$ cat src/dix_pkg.sv
`timescale 1ns / 1ps
// Shared constants, status codes and sequencer states of the Dix interval velocity block.
package dix_pkg;

    // Default field widths
    localparam int VELOCITY_BITS  = 16;
    localparam int TIME_BITS      = 22;
    localparam int TIME_FRAC_BITS = 16;
    localparam int STATUS_BITS    = 3;

    // Result status codes
    typedef enum logic [STATUS_BITS-1:0] {
        ST_OK         = 3'd0,
        ST_ZERO_INPUT = 3'd1,
        ST_TIME_ORDER = 3'd2,
        ST_NEG_DVH    = 3'd3,
        ST_SATURATED  = 3'd4
    } status_t;

    // Sequencer states
    typedef enum logic [3:0] {
        S_IDLE,
        S_CHECK,
        S_MUL_VT,
        S_VT_DONE,
        S_MUL_VVT,
        S_NOW_DONE,
        S_MUL_DT,
        S_SQRT_T,
        S_DIV_WAIT,
        S_SQRT_V,
        S_FINISH,
        S_PUBLISH
    } state_t;

endpackage

$ cat src/dix_if.sv
`timescale 1ns / 1ps
// Valid/ready channel interfaces for pick words and layer result words.
interface dix_in_if #(
    parameter int VELOCITY_BITS = dix_pkg::VELOCITY_BITS,
    parameter int TIME_BITS     = dix_pkg::TIME_BITS
);
    logic                     valid;
    logic                     ready;
    logic [VELOCITY_BITS-1:0] stack_velocity;
    logic [TIME_BITS-1:0]     zero_offset_time;
    logic                     first_layer;

    modport source (
        output valid, stack_velocity, zero_offset_time, first_layer,
        input  ready
    );
    modport sink (
        input  valid, stack_velocity, zero_offset_time, first_layer,
        output ready
    );
endinterface

interface dix_out_if #(
    parameter int VELOCITY_BITS = dix_pkg::VELOCITY_BITS,
    parameter int TIME_BITS     = dix_pkg::TIME_BITS
);
    logic                             valid;
    logic                             ready;
    logic [TIME_BITS-1:0]             layer_thickness;
    logic [VELOCITY_BITS-1:0]         interval_velocity;
    logic [dix_pkg::STATUS_BITS-1:0]  status;

    modport source (
        output valid, layer_thickness, interval_velocity, status,
        input  ready
    );
    modport sink (
        input  valid, layer_thickness, interval_velocity, status,
        output ready
    );
endinterface

$ cat src/dix_interval_velocity_core.sv
`timescale 1ns / 1ps
// Dix interval velocity core: picks in, layer thickness and interval velocity out.
// One pick word is worked on at a time. A pick rejected for a zero field or a
// non-increasing time goes straight from the check to publication. A first
// layer runs only the v*t and v*v*t multiplies; a later layer goes on to
// dvh*dt, the division and the two roots. The work is done by the bit-per-cycle
// shift-add multiplier, which forms v*t, v*v*t and, for a later layer, dvh*dt
// in turn, and by the shared square-root unit, which makes one root bit per
// cycle from two radicand bits, first for the thickness and then for the
// velocity. The restoring divider for dvh/dt runs beside the last multiply and
// the first root. A new pick is taken as soon as the previous result word is
// in the output register, even if that word has not been taken yet.
module dix_interval_velocity_core #(
    parameter int VELOCITY_BITS  = dix_pkg::VELOCITY_BITS,
    parameter int TIME_BITS      = dix_pkg::TIME_BITS,
    parameter int TIME_FRAC_BITS = dix_pkg::TIME_FRAC_BITS
) (
    input  logic      clk,
    input  logic      rst_n,
    dix_in_if.sink    in_word,
    dix_out_if.source out_word
);

    localparam int VW   = VELOCITY_BITS;
    localparam int TW   = TIME_BITS;
    localparam int SH   = TIME_FRAC_BITS + 1;
    localparam int VTW  = VW + TW;
    localparam int PW   = 2 * VW + TW;
    localparam int QW   = PW + TW;
    localparam int RW   = (QW + 1) / 2;
    localparam int SW   = 2 * RW;
    localparam int RQ   = (PW + 1) / 2;
    localparam int QSH  = SW - 2 * RQ;
    localparam int BW   = (VW > TW) ? VW : TW;
    localparam int KMAX = (BW > RW) ? BW : RW;
    localparam int KW   = $clog2(KMAX + 1);
    localparam int DW   = $clog2(PW + 1);

    // Control state
    dix_pkg::state_t state_reg, state_next;
    logic            out_valid_reg;
    logic [DW-1:0]   dcnt_reg;
    logic [TW-1:0]   prev_time_reg;
    logic [PW-1:0]   prev_prod_reg;

    // Pick registers
    logic [VW-1:0]   v_reg;
    logic [TW-1:0]   t_reg;
    logic            first_reg;
    logic [VTW-1:0]  vt_reg;
    logic [PW-1:0]   now_reg;

    // Shift-add multiplier
    logic [QW-1:0]   mcand_reg;
    logic [BW-1:0]   mplier_reg;
    logic [QW-1:0]   acc_reg;
    logic [KW-1:0]   kcnt_reg;

    // Restoring divider
    logic [PW-1:0]   dnum_reg;
    logic [TW-1:0]   drem_reg;
    logic [TW-1:0]   dden_reg;

    // Square-root unit
    logic [SW-1:0]   sx_reg;
    logic [RW+1:0]   srem_reg;
    logic [RW-1:0]   sroot_reg;
    logic [RW-1:0]   root_t_reg;

    // Result and output registers
    logic [TW-1:0]                    res_thick_reg;
    logic [VW-1:0]                    res_vel_reg;
    dix_pkg::status_t                 res_status_reg;
    logic [TW-1:0]                    out_thick_reg;
    logic [VW-1:0]                    out_vel_reg;
    logic [dix_pkg::STATUS_BITS-1:0]  out_status_reg;

    // Decoded strobes
    logic in_ready;
    logic div_start;
    logic pub_fire;
    logic state_upd;

    // Checks on the held pick
    logic          zero_in;
    logic          time_bad;
    logic          neg_dvh;
    logic [PW-1:0] dvh;
    logic [TW-1:0] dt_now;

    assign zero_in  = (v_reg == '0) || (t_reg == '0);
    assign time_bad = (t_reg <= prev_time_reg);
    assign neg_dvh  = (acc_reg[PW-1:0] < prev_prod_reg);
    assign dvh      = acc_reg[PW-1:0] - prev_prod_reg;
    assign dt_now   = t_reg - prev_time_reg;

    // Multiplier step: add the shifted multiplicand on a set bit
    logic [QW-1:0] acc_step;
    logic          step_last;

    assign acc_step  = mplier_reg[0] ? (acc_reg + mcand_reg) : acc_reg;
    assign step_last = (kcnt_reg == KW'(1));

    // Divider step: one quotient bit per cycle
    logic [TW:0]   dtrial;
    logic [TW:0]   ddiff;
    logic          dfit;

    assign dtrial = {drem_reg, dnum_reg[PW-1]};
    assign ddiff  = dtrial - {1'b0, dden_reg};
    assign dfit   = ~ddiff[TW];

    // Square-root step: one root bit per cycle from two radicand bits
    logic [RW+3:0] strial;
    logic [RW+3:0] scand;
    logic [RW+3:0] sdiff;
    logic          sfit;

    assign strial = {srem_reg, sx_reg[SW-1 -: 2]};
    assign scand  = {2'b00, sroot_reg, 2'b01};
    assign sdiff  = strial - scand;
    assign sfit   = (strial >= scand);

    // Final scaling and clamping
    logic [QW-1:0] thick_wide;
    logic [QW-1:0] vel_wide;
    logic          thick_sat;
    logic          vel_sat;

    assign thick_wide = first_reg ? (QW'(vt_reg) >> SH) : (QW'(root_t_reg) >> SH);
    assign vel_wide   = first_reg ? QW'(v_reg) : QW'(sroot_reg);
    assign thick_sat  = (thick_wide > QW'({TW{1'b1}}));
    assign vel_sat    = (vel_wide > QW'({VW{1'b1}}));

    logic can_pub;
    assign can_pub = !out_valid_reg || out_word.ready;

    // Sequencer next state
    always_comb
    begin
        state_next = state_reg;
        unique case (state_reg)
            dix_pkg::S_IDLE:
            begin
                if (in_word.valid)
                    state_next = dix_pkg::S_CHECK;
            end
            dix_pkg::S_CHECK:
            begin
                if (zero_in || (!first_reg && time_bad))
                    state_next = dix_pkg::S_PUBLISH;
                else
                    state_next = dix_pkg::S_MUL_VT;
            end
            dix_pkg::S_MUL_VT:
            begin
                if (step_last)
                    state_next = dix_pkg::S_VT_DONE;
            end
            dix_pkg::S_VT_DONE:
                state_next = dix_pkg::S_MUL_VVT;
            dix_pkg::S_MUL_VVT:
            begin
                if (step_last)
                    state_next = dix_pkg::S_NOW_DONE;
            end
            dix_pkg::S_NOW_DONE:
            begin
                if (first_reg)
                    state_next = dix_pkg::S_FINISH;
                else if (neg_dvh)
                    state_next = dix_pkg::S_PUBLISH;
                else
                    state_next = dix_pkg::S_MUL_DT;
            end
            dix_pkg::S_MUL_DT:
            begin
                if (step_last)
                    state_next = dix_pkg::S_SQRT_T;
            end
            dix_pkg::S_SQRT_T:
            begin
                if (step_last)
                    state_next = dix_pkg::S_DIV_WAIT;
            end
            dix_pkg::S_DIV_WAIT:
            begin
                if (dcnt_reg == '0)
                    state_next = dix_pkg::S_SQRT_V;
            end
            dix_pkg::S_SQRT_V:
            begin
                if (step_last)
                    state_next = dix_pkg::S_FINISH;
            end
            dix_pkg::S_FINISH:
                state_next = dix_pkg::S_PUBLISH;
            dix_pkg::S_PUBLISH:
            begin
                if (can_pub)
                    state_next = dix_pkg::S_IDLE;
            end
            default:
                state_next = dix_pkg::S_IDLE;
        endcase
    end

    // Sequencer outputs
    always_comb
    begin
        in_ready  = 1'b0;
        div_start = 1'b0;
        pub_fire  = 1'b0;
        state_upd = 1'b0;
        unique case (state_reg)
            dix_pkg::S_IDLE:     in_ready  = 1'b1;
            dix_pkg::S_NOW_DONE: div_start = !first_reg && !neg_dvh;
            dix_pkg::S_FINISH:   state_upd = 1'b1;
            dix_pkg::S_PUBLISH:  pub_fire  = can_pub;
            default: ;
        endcase
    end

    // Control registers and stored layer state
    always_ff @(posedge clk or negedge rst_n)
    begin
        if (!rst_n)
        begin
            state_reg     <= dix_pkg::S_IDLE;
            out_valid_reg <= 1'b0;
            dcnt_reg      <= '0;
            prev_time_reg <= '0;
            prev_prod_reg <= '0;
        end
        else
        begin
            state_reg <= state_next;

            // Hold the result word until it is taken
            if (pub_fire)
                out_valid_reg <= 1'b1;
            else if (out_word.ready)
                out_valid_reg <= 1'b0;

            // Advance the divider count
            if (div_start)
                dcnt_reg <= DW'(PW);
            else if (dcnt_reg != '0)
                dcnt_reg <= dcnt_reg - DW'(1);

            // Keep the pick of every valid layer
            if (state_upd)
            begin
                prev_time_reg <= t_reg;
                prev_prod_reg <= now_reg;
            end
        end
    end

    // Divider datapath
    always_ff @(posedge clk)
    begin
        if (div_start)
        begin
            dnum_reg <= dvh;
            drem_reg <= '0;
            dden_reg <= dt_now;
        end
        else if (dcnt_reg != '0)
        begin
            dnum_reg <= {dnum_reg[PW-2:0], dfit};
            drem_reg <= dfit ? ddiff[TW-1:0] : dtrial[TW-1:0];
        end
    end

    // Main datapath
    always_ff @(posedge clk)
    begin
        if (in_word.valid && in_ready)
        begin
            v_reg     <= in_word.stack_velocity;
            t_reg     <= in_word.zero_offset_time;
            first_reg <= in_word.first_layer;
        end

        unique case (state_reg)
            dix_pkg::S_CHECK:
            begin
                mcand_reg      <= QW'(t_reg);
                mplier_reg     <= BW'(v_reg);
                acc_reg        <= '0;
                kcnt_reg       <= KW'(VW);
                res_thick_reg  <= '0;
                res_vel_reg    <= '0;
                res_status_reg <= zero_in ? dix_pkg::ST_ZERO_INPUT : dix_pkg::ST_TIME_ORDER;
            end
            dix_pkg::S_MUL_VT, dix_pkg::S_MUL_VVT:
            begin
                acc_reg    <= acc_step;
                mcand_reg  <= mcand_reg << 1;
                mplier_reg <= mplier_reg >> 1;
                kcnt_reg   <= kcnt_reg - KW'(1);
            end
            dix_pkg::S_VT_DONE:
            begin
                vt_reg     <= acc_reg[VTW-1:0];
                mcand_reg  <= QW'(acc_reg[VTW-1:0]);
                mplier_reg <= BW'(v_reg);
                acc_reg    <= '0;
                kcnt_reg   <= KW'(VW);
            end
            dix_pkg::S_NOW_DONE:
            begin
                now_reg        <= acc_reg[PW-1:0];
                mcand_reg      <= QW'(dvh);
                mplier_reg     <= BW'(dt_now);
                acc_reg        <= '0;
                kcnt_reg       <= KW'(TW);
                res_thick_reg  <= '0;
                res_vel_reg    <= '0;
                res_status_reg <= dix_pkg::ST_NEG_DVH;
            end
            dix_pkg::S_MUL_DT:
            begin
                acc_reg    <= acc_step;
                mcand_reg  <= mcand_reg << 1;
                mplier_reg <= mplier_reg >> 1;
                // Hand dvh*dt straight to the root unit on the last step
                if (step_last)
                begin
                    sx_reg    <= SW'(acc_step);
                    srem_reg  <= '0;
                    sroot_reg <= '0;
                    kcnt_reg  <= KW'(RW);
                end
                else
                begin
                    kcnt_reg <= kcnt_reg - KW'(1);
                end
            end
            dix_pkg::S_SQRT_T, dix_pkg::S_SQRT_V:
            begin
                sx_reg    <= sx_reg << 2;
                srem_reg  <= sfit ? sdiff[RW+1:0] : strial[RW+1:0];
                sroot_reg <= {sroot_reg[RW-2:0], sfit};
                kcnt_reg  <= kcnt_reg - KW'(1);
            end
            dix_pkg::S_DIV_WAIT:
            begin
                root_t_reg <= sroot_reg;
                // Start the velocity root once the quotient is complete
                if (dcnt_reg == '0)
                begin
                    sx_reg    <= SW'(dnum_reg) << QSH;
                    srem_reg  <= '0;
                    sroot_reg <= '0;
                    kcnt_reg  <= KW'(RQ);
                end
            end
            dix_pkg::S_FINISH:
            begin
                res_thick_reg  <= thick_sat ? {TW{1'b1}} : thick_wide[TW-1:0];
                res_vel_reg    <= vel_sat ? {VW{1'b1}} : vel_wide[VW-1:0];
                res_status_reg <= (thick_sat || vel_sat) ? dix_pkg::ST_SATURATED
                                                         : dix_pkg::ST_OK;
            end
            default: ;
        endcase

        // Load the output word
        if (pub_fire)
        begin
            out_thick_reg  <= res_thick_reg;
            out_vel_reg    <= res_vel_reg;
            out_status_reg <= res_status_reg;
        end
    end

    assign in_word.ready              = in_ready;
    assign out_word.valid             = out_valid_reg;
    assign out_word.layer_thickness   = out_thick_reg;
    assign out_word.interval_velocity = out_vel_reg;
    assign out_word.status            = out_status_reg;

endmodule

$ cat src/flat_wrapper.sv
// flat-port wrapper written by rule: the top's interface ports become plain ports
module dix_interval_velocity_core_flat 
#(
    parameter int VELOCITY_BITS  = dix_pkg::VELOCITY_BITS,
    parameter int TIME_BITS      = dix_pkg::TIME_BITS,
    parameter int TIME_FRAC_BITS = dix_pkg::TIME_FRAC_BITS
)
  (clk, rst_n, in_word_valid, in_word_stack_velocity, in_word_zero_offset_time, in_word_first_layer, in_word_ready, out_word_valid, out_word_layer_thickness, out_word_interval_velocity, out_word_status, out_word_ready);
  dix_in_if #(.VELOCITY_BITS(VELOCITY_BITS), .TIME_BITS(TIME_BITS)) in_word_i ();
  dix_out_if #(.VELOCITY_BITS(VELOCITY_BITS), .TIME_BITS(TIME_BITS)) out_word_i ();
  input  logic clk;
  input  logic rst_n;
  input wire logic [$bits(in_word_i.valid)-1:0] in_word_valid;
  input wire logic [$bits(in_word_i.stack_velocity)-1:0] in_word_stack_velocity;
  input wire logic [$bits(in_word_i.zero_offset_time)-1:0] in_word_zero_offset_time;
  input wire logic [$bits(in_word_i.first_layer)-1:0] in_word_first_layer;
  output wire logic [$bits(in_word_i.ready)-1:0] in_word_ready;
  output wire logic [$bits(out_word_i.valid)-1:0] out_word_valid;
  output wire logic [$bits(out_word_i.layer_thickness)-1:0] out_word_layer_thickness;
  output wire logic [$bits(out_word_i.interval_velocity)-1:0] out_word_interval_velocity;
  output wire logic [$bits(out_word_i.status)-1:0] out_word_status;
  input wire logic [$bits(out_word_i.ready)-1:0] out_word_ready;
  assign in_word_i.valid = in_word_valid;
  assign in_word_i.stack_velocity = in_word_stack_velocity;
  assign in_word_i.zero_offset_time = in_word_zero_offset_time;
  assign in_word_i.first_layer = in_word_first_layer;
  assign in_word_ready = in_word_i.ready;
  assign out_word_valid = out_word_i.valid;
  assign out_word_layer_thickness = out_word_i.layer_thickness;
  assign out_word_interval_velocity = out_word_i.interval_velocity;
  assign out_word_status = out_word_i.status;
  assign out_word_i.ready = out_word_ready;
  dix_interval_velocity_core #(.VELOCITY_BITS(VELOCITY_BITS), .TIME_BITS(TIME_BITS), .TIME_FRAC_BITS(TIME_FRAC_BITS)) u_core (.clk(clk), .rst_n(rst_n), .in_word(in_word_i), .out_word(out_word_i));
endmodule
$ cat config.mk
export PLATFORM = sky130hd
export DESIGN_NAME = dix_interval_velocity_core_flat
export DESIGN_NICKNAME = d
export VERILOG_FILES = /design/src/dix_pkg.sv /design/src/dix_if.sv /design/src/dix_interval_velocity_core.sv /design/src/flat_wrapper.sv
export SDC_FILE = /design/constraint.sdc
export NUM_CORES = 2
export LEC_CHECK = 0
export BUFFER_PORTS_ARGS = -buffer_cell sky130_fd_sc_hd__buf_2
export CAP_MARGIN = 20
export CORE_MARGIN = 2
export CORE_UTILIZATION = 36
export CTS_BUF_LIST = sky130_fd_sc_hd__clkbuf_16
export DETAILED_ROUTE_END_ITERATION = 8
export SLEW_MARGIN = 15
export SYNTH_ARGS = -nofsm -noshare
export SYNTH_HDL_FRONTEND = slang
export SYNTH_SLANG_ARGS = --single-unit
$ cat constraint.sdc
create_clock -name clk -period 10 [get_ports clk]
set_input_delay 0 -clock clk [delete_from_list [all_inputs] [get_ports clk]]
set_output_delay 0 -clock clk [all_outputs]
set_load 0.01 [all_outputs]
Yosys cells after proc, flatten, opt, wreduce, memory -nomap -nowiden. Cells that the tools add are included.

Memories kept: 0. Bits in latches: 0. Input bits: 43. Bits in read-only memories: 0. Word-level logic and storage cells: 142. RAM bits: 0. Register bits after elaboration: 770.

$add $sub $neg: 7. Reductions and logical operators: 33. $mul: 0. Bitwise gates (word level): 1. $lt $le $gt $ge: 5. Multiplexer cells: 49. Equality and inequality tests: 20. Shifts and indexed selects: 0. Div/mod/pow operators: 0.

Operators by type and width (number): 76-bit case mux with 4 select lines (1); 76-bit two-way mux (3); 76-bit case mux with 3 select lines (1); 76-bit case mux with 2 select lines (1); 40-bit two-way mux (3); 40-bit case mux with 3 select lines (1); 38-bit two-way mux (3); 38-bit case mux with 3 select lines (1); 54-bit two-way mux (2); 76-bit adder (1); 76-bit by 16-bit greater-than comparator with 1-bit output, second input constant (1); 76-bit by 22-bit greater-than comparator with 1-bit output, second input constant (1); 22-bit case mux with 3 select lines (1); 54-bit < comparator (1); 54-bit subtractor (1); 4-bit case mux with 12 select lines (1); 22-bit two-way mux (2); 4-bit two-way mux (11); 22-bit case mux with 2 select lines (1); 42-bit by 40-bit greater-or-equal comparator with 1-bit output (1); 40-bit subtractor (1); 16-bit case mux with 2 select lines (1); 6-bit case mux with 5 select lines (1); 6-bit two-way mux (4); 36 further kinds (70).

Logic depth before layout (Yosys ltp).
Depth in word-level cells: 5. Depth in mapped cells: 17. Depth with buffers taken out: 15.

Least setup slack after synthesis. Ideal clock, no wire load.

Kind: register to register. Start point: register u_core.state_reg[0]. End point: register u_core.acc_reg[0] (enable). Library setup time: 0.604 ns. Arrival: 6.424 ns. Setup slack: 2.972 ns. Path buffers: 3. Stages on the path, launching flop included: 6. Data required time: 9.396 ns. Path through: dfrtp_1 > clkbuf_1 > clkbuf_1 > clkbuf_1 > nor3_1 > nor3_1.

Word-level cells in the longest chain between the ends: 3. Elaborated cells on any way between the ends: 9. Classes of those cells: eq/ne (6); reduce/logical (3).

RTL lines: start: declaration (line dix_interval_velocity_core.sv:40) `dix_pkg::state_t state_reg, state_next;`; start signal: assignment (line dix_interval_velocity_core.sv:229) `state_reg <= dix_pkg::S_IDLE;`; start signal: assignment (line dix_interval_velocity_core.sv:237) `state_reg <= state_next;`; 4-bit by 2-bit equality test with 1-bit output, or another cell as far along (line dix_interval_velocity_core.sv:286) `unique case (state_reg)`; 3-bit OR reduction (no source line); 2-bit nonzero test (no source line) (*); end signal: assignment (line dix_interval_velocity_core.sv:299) `acc_reg <= acc_step;`; end signal: assignment (line dix_interval_velocity_core.sv:325) `acc_reg <= acc_step;`; end: declaration (line dix_interval_velocity_core.sv:56) `logic [QW-1:0] acc_reg;`.

Mark *: on every way between the ends. The rest lies on a longest branch, timed or not. A chain may end at the register's enable or synchronous reset.

Worst setup path after layout.
Start point: register u_core.acc_reg[0]. End point: register u_core.dnum_reg[25] (data pin).

Word-level cells in the longest chain between the ends: 5. Elaborated cells on any way between the ends: 6. Classes of those cells: add/sub (1); order compare (1); mux (2); reduce/logical (2).

RTL lines: 54-bit < comparator (line dix_interval_velocity_core.sv:93) `assign neg_dvh = (acc_reg[PW-1:0] < prev_prod_reg);`; 1-bit zero test (line dix_interval_velocity_core.sv:217) `dix_pkg::S_NOW_DONE: div_start = !first_reg && !neg_dvh;`; 1-bit logical AND (line dix_interval_velocity_core.sv:217); 1-bit two-way mux (line dix_interval_velocity_core.sv:215) `unique case (state_reg)`; 54-bit two-way mux (*) (line dix_interval_velocity_core.sv:263) `if (div_start)`; end signal: assignment (line dix_interval_velocity_core.sv:265) `dnum_reg <= dvh;`; end signal: assignment (line dix_interval_velocity_core.sv:271) `dnum_reg <= {dnum_reg[PW-2:0], dfit};`; end: declaration (line dix_interval_velocity_core.sv:60) `logic [PW-1:0] dnum_reg;`.

Marked as above.

==> results by group <==
Run status
  • Status: completed

Synth
  • Syn nets: 4117
  • Fraction of the mapped netlist area in compound gates: 0.173
  • YS warnings: 0
  • Largest family of logic cells by synthesized area: compound AO/OA/AOI/OAI gates
  • Syn avg cell area: 10.6 sq um
  • Unique masters post-synth: 83
  • Synthesized area: 40700 sq um
  • Cell count after synthesis: 3854
  • Synth Area in Simple Gates: 0.116
  • Post-synthesis register bit count: 734
  • Async set-reset flop share out of synthesis: 0.119
  • Top_reg_cell synth: edfxtp_1
  • Multiplexer area fraction after synthesis: 0.0397
  • Post-Synth XOR/XNOR Area: 0.0425
  • EDFF count, synth: 625
  • Sequential share of the synthesized area: 0.525
  • Synth Area in Adders: 0.0683

Drt
  • Wire length per cell: 21.6 um
  • Drt first pass iters: 6
  • Total number of vias: 30600
  • 1st-iter DRT viols: 3411
  • Via density: 5.56
  • # DRC: 0
  • Final WL: 119000 um
  • Antenna Nets Post-Route: 0

Critical path
  • Crit path required time: 10.39 ns
  • Kind of critical path: reg -> reg
  • Max incr delay on CP: 0.66 ns
  • Worst Path Max Fanout: 51
  • Startpoint types: flip-flop
  • Crit end category: flip-flop
  • Max stage delay cell, worst path: a41oi_1
  • Worst path arrival time: 6.44 ns
  • Worst-path cell chain: inv_1 > ha_1 > inv_1 > fa_1 > a211oi_1 > o21bai_1 > o22a_1 > a41oi_1 > o21ai_0 > a211o_1 > a31o_2 > a31oi_4 > buf_4 > inv_2 > buf_4 > nand2_1 > nand2_1

CTS
  • Clk_lat worst skew: 0.67 ns
  • # Post-CTS Setup Buffers: 0
  • Clock-pin slew on the worst setup and hold paths: 0.06 ns
  • Max Buffers Root-to-Sink: 3
  • CTS Root Buffer Type: clkbuf_16
  • CTS Sinks: 734
  • CTS resizes: 0
  • CTS tree: yes
  • Inserted Clock Buffers: 84
  • Cts-stage hold buffer count: 44
  • H-tree Lvls: 3

STA
  • Worst hold slack: 0.0499 ns
  • RSZ-0062 raised after global routing: no
  • Min Tclk post-route: 6.05 ns
  • Clock Skews: 0.0385 ns
  • Max-Slew Margin vs Limit: 0.274
  • Max frequency: 0.165 GHz
  • Final hold vios: 0
  • Tcrit/Tclk final: 0.605
  • Post-route setup TNS: 0 ns
  • Setup violations, final: 0
  • Worst Max-Slew Pin Slew: 1.09 ns
  • Max Slew Vio Count: 0

Layout
  • Design Area, Final: 46000 sq um
  • Area Overhead vs Synth: 13.0%
  • Layout Nets: 4188
  • Share of layout cells above drive strength 1: 0.0751
  • Fin util: 0.410
  • Fill cells: 10800

Flow run
  • Maxcap violations: 0

Placement
  • RePlAce Congestion: 0.944
  • Dpl hpwl: 83600 um
  • Port bufs: 84
  • Dpl cell area: 42800 sq um

Die
  • Die Y-Extent: 340 um
  • Core Area: 112000 sq um
  • Die Width: 340 um
  • Die area: 116000 sq um
  • I/O Pins: 86
  • Initial Util: 0.363
  • Cell Rows: 123

Global routing
  • First-pass GRT wire length: 181000 um
  • Total GRT Usage: 0.201
  • Initial antenna violation count: 3
  • Gr ovfl total: 0
  • Vias in the first global route: 29300
  • Largest net degree at the start of global routing: 102

Min path
  • Min-delay worst type: in -> reg
## worst paths after layout
check,start,to,slack [ns],cells after the start
worst max-delay path,u_core.acc_reg[0]$_SDFFCE_PP0P_,u_core.dnum_reg[25]$_DFFE_PP_,3.95,17
worst min-delay path,in_word_stack_velocity[14],u_core.v_reg[14]$_DFFE_PP_,0.05,2
worst max register to register,u_core.acc_reg[0]$_SDFFCE_PP0P_,u_core.dnum_reg[25]$_DFFE_PP_,3.95,17
worst min register to register,u_core.res_vel_reg[3]$_SDFFCE_PN0P_,u_core.out_word.interval_velocity[3]$_DFFE_PP_,0.42,0
max in group asynchronous,rst_n,u_core.prev_prod_reg[35]$_DFFE_PN0P_,8.66,4
min in group asynchronous,rst_n,u_core.dcnt_reg[2]$_DFFE_PN0P_,0.43,4
## cells in the mapped netlist, drive strengths merged, types with 17 or more instances
cell | n | area [sq um]
mux2i | 156 | 1560
edfxtp | 625 | 18800
o21a | 28 | 210
nand3 | 50 | 250
nand2b | 29 | 181
o21bai | 31 | 233
a21o | 130 | 976
a221oi | 17 | 149
inv | 198 | 743
dfxtp | 22 | 440
a211oi | 34 | 268
buf | 31 | 136
o21ai | 320 | 1600
xor2 | 71 | 622
xnor2 | 126 | 1110
nor3 | 52 | 260
ha | 216 | 2700
nand2 | 405 | 1520
and2 | 44 | 275
clkbuf | 152 | 571
and3 | 27 | 169
nor2b | 27 | 169
o211ai | 23 | 173
dfrtp | 87 | 2180
a21oi | 250 | 1250
nand4 | 40 | 250
a22oi | 85 | 638
nor4 | 21 | 131
nor2 | 322 | 1210
a22o | 28 | 245
a31oi | 33 | 213
## layout make-up
class,count,area [sq um],area share
diodes,1,2.50,0.0000544
flip-flops and latches,734,21400,0.464
inverters,199,749,0.0163
well taps,1500,1880,0.0408
multi-input cells,2738,18000,0.391
clock buffers,87,2180,0.0473
clock inverters,70,642,0.0139
repair buffers,168,1210,0.0264
## through the flow
stage	cells	setup WS, ns
2_1_floorplan	3854	2.97
3_3_place_gp	5292	4.23
3_5_place_dp	5294	4.13
4_1_cts	5495	4.12
5_1_grt	5496	3.70
6_report	5497	3.95
## cells by family after synthesis
kind of cell / count (synthesis)
XOR/XNOR: 197
other: 1
AND/OR/NAND/NOR: 1061
AO/OA/AOI/OAI: 1098
adder cells (fa/ha/maj): 220
flip-flops: 734
buffers and inverters: 382
multiplexers: 161
## critical path, delay by kind of cell, from the launching register on
| kind | cells | cell delay, ns |
|---|---|---|
| AO/OA/AOI/OAI | 8 | 3.07 |
| adder cells (fa/ha/maj) | 2 | 0.62 |
| AND/OR/NAND/NOR | 2 | 0.21 |
| flip-flops | 1 | 0.44 |
| buffers and inverters | 5 | 1.41 |
## layout by cell type (no fill, tap or decap), types with 21 or more instances in the layout
master         netlist  routed
a211oi_1            33      33
a21o_1             130     130
a21oi_1            249     248
a22o_1              28      28
a22oi_1             85      85
a31oi_1             32      32
and2_1              43      41
and3_1              27      27
buf_2               13      83
buf_4                1      39
clkbuf_16            0      87
dfrtp_1             87      87
dfxtp_1             22      22
dlygate4sd3_1        0      43
edfxtp_1           625     625
ha_1               216     216
inv_1              197     211
mux2i_1            156     156
nand2_1            405     402
nand2b_1            29      29
nand3_1             50      50
nand4_1             40      40
nor2_1             322     321
nor2b_1             27      27
nor3_1              52      46
nor4_1              21      21
o211ai_1            23      23
o21a_1              28      27
o21ai_0            313     312
o21bai_1            31      31
xnor2_1            125     125
xor2_1              71      71
## per-layer routing
layer / up-vias / routed length [um] / GRT usage
li1: 14400 / - / -
met1: 14900 / 54700 / 0.293
met2: 1110 / 51400 / 0.298
met3: 185 / 8870 / 0.0338
met4: 0 / 3880 / 0.0722
met5: - / 0 / 0
Power is left out: the tool's default activity adds up to more than one toggle a clock period on the data nets, which glitch-free logic cannot reach.
